===== src/rtl/lcs_pkg.sv =====
// Shared types for the LCS length engine.
// No dependencies; used by lcs_cell, lcs_length and lcs_length_checker.
package lcs_pkg;

  typedef struct packed {
    logic vld;
    logic last;
  } wave_ctl_t;

  localparam int unsigned SymW = 8;
  localparam int unsigned OutLenW = 9;

endpackage


===== src/rtl/lcs_cell.sv =====
// One cell of the LCS row: holds one A symbol and its match length.
// Passes the B wave (symbol, left, diag) to the next cell each cycle. Uses lcs_pkg.
module lcs_cell #(
  parameter int unsigned LenW = 9
) (
  input  logic                    clk_i,
  input  logic                    rst_ni,
  input  lcs_pkg::wave_ctl_t      ctl_i,
  input  logic [7:0]              b_i,
  input  logic [LenW-1:0]         left_i,
  input  logic [LenW-1:0]         diag_i,
  input  logic                    load_i,
  input  logic [7:0]              a_sym_i,
  input  logic                    clr_i,
  input  logic                    prev_full_i,
  output logic                    full_o,
  output lcs_pkg::wave_ctl_t      ctl_o,
  output logic [7:0]              b_o,
  output logic [LenW-1:0]         left_o,
  output logic [LenW-1:0]         diag_o
);
  import lcs_pkg::*;

  logic            full_q, full_d;
  logic [SymW-1:0] a_q;
  logic [LenW-1:0] val_q, val_d;
  logic            take;
  logic            hit;
  logic [LenW-1:0] cell_val;
  wave_ctl_t       ctl_q;
  logic [7:0]      b_q;
  logic [LenW-1:0] left_q, left_d, diag_q, diag_d;

  assign take = load_i & prev_full_i & ~full_q;
  assign hit  = ctl_i.vld & full_q;

  always_comb begin
    if (a_q == b_i) begin
      cell_val = diag_i + LenW'(1);
    end else if (val_q > left_i) begin
      cell_val = val_q;
    end else begin
      cell_val = left_i;
    end
  end

  always_comb begin
    full_d = full_q;
    if (clr_i) begin
      full_d = 1'b0;
    end else if (take) begin
      full_d = 1'b1;
    end
  end

  always_comb begin
    val_d  = val_q;
    left_d = left_i;
    diag_d = diag_i;
    if (take) begin
      val_d = '0;
    end else if (hit) begin
      val_d  = cell_val;
      left_d = cell_val;
      diag_d = val_q;
    end
  end

  always_ff @(posedge clk_i or negedge rst_ni) begin
    if (!rst_ni) begin
      full_q <= 1'b0;
      ctl_q  <= '0;
    end else begin
      full_q <= full_d;
      ctl_q  <= ctl_i;
    end
  end

  always_ff @(posedge clk_i) begin
    if (take) begin
      a_q <= a_sym_i;
    end
    val_q  <= val_d;
    b_q    <= b_i;
    left_q <= left_d;
    diag_q <= diag_d;
  end

  assign full_o = full_q;
  assign ctl_o  = ctl_q;
  assign b_o    = b_q;
  assign left_o = left_q;
  assign diag_o = diag_q;

endmodule


===== config.mk =====
export PLATFORM = sky130hd
export DESIGN_NAME = lcs_cell
export DESIGN_NICKNAME = d
export VERILOG_FILES = /design/src/rtl/lcs_pkg.sv /design/src/rtl/lcs_cell.sv
export SDC_FILE = /design/constraint.sdc
export NUM_CORES = 1
export LEC_CHECK = 0
export BUFFER_PORTS_ARGS = -buffer_cell sky130_fd_sc_hd__buf_2
export CAP_MARGIN = 20
export CORE_UTILIZATION = 53
export CTS_BUF_LIST = sky130_fd_sc_hd__clkbuf_4 sky130_fd_sc_hd__clkbuf_8 sky130_fd_sc_hd__clkbuf_16
export DETAILED_ROUTE_END_ITERATION = 6
export PLACE_DENSITY = 0.89
export SKIP_LAST_GASP = 1
export SLEW_MARGIN = 0
export SYNTH_ARGS = -nofsm -noshare
export SYNTH_HDL_FRONTEND = slang
export SYNTH_SLANG_ARGS = --single-unit

===== constraint.sdc =====
create_clock -name clk_i -period 3.13 [get_ports clk_i]
set_clock_uncertainty 0.1 [all_clocks]
set_input_delay 0.1565 -clock clk_i [delete_from_list [all_inputs] [get_ports clk_i]]
set_output_delay 0.1565 -clock clk_i [all_outputs]
set_load 0.02 [all_outputs]

==> flow_summary.yaml <==
drt:
  routedWlPerCell_um: 16.1
  vias: 1883
  drt-total-wl_um: 5440
  drt_iter0_markers: 164
  drc: 0
  dr.pass1.iters: 5
  viasPerCell: 5.59
  antenna_left: 0
pwr:
  power_mw: 1.31
  leakage_nw: 1.23
  power_density_mw_per_mm2: 493
  peakVddDrop_mv: 0.297
worst_setup_path:
  cp_num_buf_inv: 0
  worstSetupStartpointType: "flop"
  crit_type: "reg -> reg"
  endpoint_kind: "flop"
  cp.arrival_ns: 2.64
  critPathRequiredTime_ns: 3.27
  critPathMaxFanout: 14
  cpMaxStageDelayCell: "nor2b_1"
  cpPeakStageDelay_ns: 0.51
  cp_top_family: "compound AO/OA/AOI/OAI gates"
  cp_cell_sequence: "ha_1 > nor2b_1 > o21a_1 > o21a_1 > o21ai_4 > nor2b_1 > a221o_1"
global_route:
  grt_usage_pct: 28.5
  grt_max_degree: 30
  grt_overflow: 0
  grt_first_pass_wirelength_um: 8490
  grt_pass1_vias: 1746
  antenna_found_initial: 0
floorplanning:
  initial_core_util_pct: 57.5
  pin_count: 70
  die_w_um: 63.3
  rows: 21
  coreArea_mm2: 0.00347
  die_area_mm2: 0.00401
  die_h_um: 63.3
sta:
  max-slew-margin-rel_pct: 36.3
  setup_violations: 0
  hold_violations: 0
  min_period_ns: 2.50
  fin_tns_setup_ns: 0
  maxSlewViolCount: 0
  rsz0062_at_grt: "false"
  worst_pin_slew_ns: 0.952
  max_freq_mhz: 400
  whs_ns: 0.00762
  finalCritPeriodShare_pct: 79.9
  setup_slack_ns: 0.631
logic_synthesis:
  synth-xor-area-share_pct: 6.59
  synthFlopType: "dfxtp_1"
  synth-edff-count: 8
  ys_types: 34
  synth_nets: 252
  yosysTopAreaCell: "dfxtp_1"
  synth_simple_gate_area_share_pct: 14.8
  yosysWarnings: 0
  ys_seq_area_share_pct: 51.0
  yosys-top-cells-area: "dfxtp_1 (35%), edfxtp_1 (12%), nand2_1 (7.7%), ha_1 (6.3%), xor2_1 (5.3%)"
  synth_top_family_by_area: "compound AO/OA/AOI/OAI gates"
  synth_fa_ha_area_share_pct: 6.28
  ys_async_sr_fraction_pct: 6.52
  ys_seq_elements: 46
  syn-instance-count: 201
  netlist.area_leader.share_pct: 35.2
  syn_area_per_cell_um2: 9.92
  syn-cell-area_mm2: 0.00199
  synth_compound_area_share_pct: 15.6
  synthMuxAreaShare_pct: 1.00
run_status:
  status: "completed"
clock_tree:
  insertion_delay_ns: 0.31
  clock-root-buffer: "clkbuf_8"
  cts_resized: 0
  cts_buffer_depth: 2
  clkTransAtPathRegs_ns: 0.09
  ctsHoldBuffers: 21
  clock_sinks: 46
  cts_tree: "done"
  htreeDepth: 2
  post-cts-setup-buffers: 0
  cts_made_buffers: 5
flow_run:
  cap_viol_max_count: 0
final_layout:
  multi_input_area_um2: 883
  antennaDiodeCount: 0
  final.fill_count: 223
  final_cell_area_mm2: 0.00265
  final_util_pct: 76.5
  drive_above_1_share_pct: 27.8
  layoutNonFillerInstCount: 337
  final_nets: 341
  syn_to_final_growth_pct: 33.1
  regArea_mm2: 0.00102
placement:
  place_ws_ns: 0.744
  portBuffers: 69
  place_area_mm2: 0.00235
  dp_hpwl_um: 3250
  dp.cells: 308
  routabilityCongestion: 0.875
min_path:
  hold_class: "in -> reg"
final timing paths:
kind	startpoint	to	slack (ns)	depth (start not counted)
hold / removal	diag_i[1]	diag_o[1]	0.008	3
min in group asynchronous	rst_ni	ctl_o[1]	0.05	2
hold reg to reg	val_q[6]	diag_o[6]	0.40	2
max in group asynchronous	rst_ni	full_o	2.78	2
setup / recovery	val_q[1]	val_q[4]	0.63	7
setup reg to reg	val_q[1]	val_q[4]	0.63	7
sequential cells by signal, summed over array words and instances (netlist names):
signal and cells:
diag_o 9, left_o 9, val_q 9, a_q 8, b_o 8, ctl_o 2, full_o 1
layer usage:
layer | vias up | global-route usage, % | wire length (um) | part of all wire (%)
met3 | 18 | 5.62 | 444 | 8.2
met2 | 123 | 48.1 | 2690 | 49
met4 | 0 | 15.6 | 198 | 3.6
met1 | 858 | 33.6 | 2110 | 39
li1 | 884 | - | - | -
met5 | - | 0 | 0 | 0
cell usage after synthesis, types with 2 or more instances:
library cell	instances
nor2b_1	2
xor2_1	12
a22oi_1	2
a22o_1	8
o21ai_0	2
nor4_1	2
a21oi_1	5
nand4_1	2
o22ai_1	9
edfxtp_1	8
o21a_1	2
nand2_1	41
inv_1	9
buf_6	2
xnor2_1	3
dfxtp_1	35
buf_2	3
clkbuf_1	3
nor3_1	8
nor2_1	7
nand3_1	5
dfrtp_1	3
mux2i_1	2
ha_1	10
a221o_1	7
placed cells by master, fill, tap and decap left out, types with 2 or more instances in the layout:
cell and count:
nand3_1 5, o21ai_0 2, mux2i_1 2, nand2_1 41
buf_4 2, xnor2_1 3, nor3_1 8, clkbuf_8 5
buf_2 69, xor2_1 12, a22o_1 8, clkbuf_4 2
nor2b_1 2, dfrtp_1 3, ha_1 10, a221o_1 7
inv_1 9, o21a_1 2, a21oi_1 5, edfxtp_1 8
nor4_1 2, dfxtp_1 35, nand4_1 2, dlygate4sd3_1 21
o22ai_1 9, nor2_1 7, a22oi_1 2
cell type report:
type / count / area share [%]
clock buffer: 7 / 3.16
clock inverter: 1 / 0.283
inverter: 9 / 1.27
multi-input combinational: 136 / 33.3
sequential: 46 / 38.3
tap: 46 / 2.17
timing repair buffer: 92 / 21.5
kinds of logic (layout without fill, tap and decap cells):
logic type,after synthesis,in the layout
adder cells (fa/ha/maj),10,10
AO/OA/AOI/OAI,40,40
flip-flops,46,46
XOR/XNOR,15,15
AND/OR/NAND/NOR,69,69
buffers and inverters,19,109
multiplexers,2,2
worst min-delay path, stage by stage:
cell	delay, ns
buf_2	0.12
nand2_1	0.05
nand2_1	0.06
power by group:
group          switching, mW  leakage, nW  internal, mW
logic                  0.143        0.779         0.115
registers             0.0294        0.404         0.647
clock network          0.198       0.0453         0.176
total                  0.371         1.23         0.938
No activity file was read; power rests on OpenSTA's default activity.
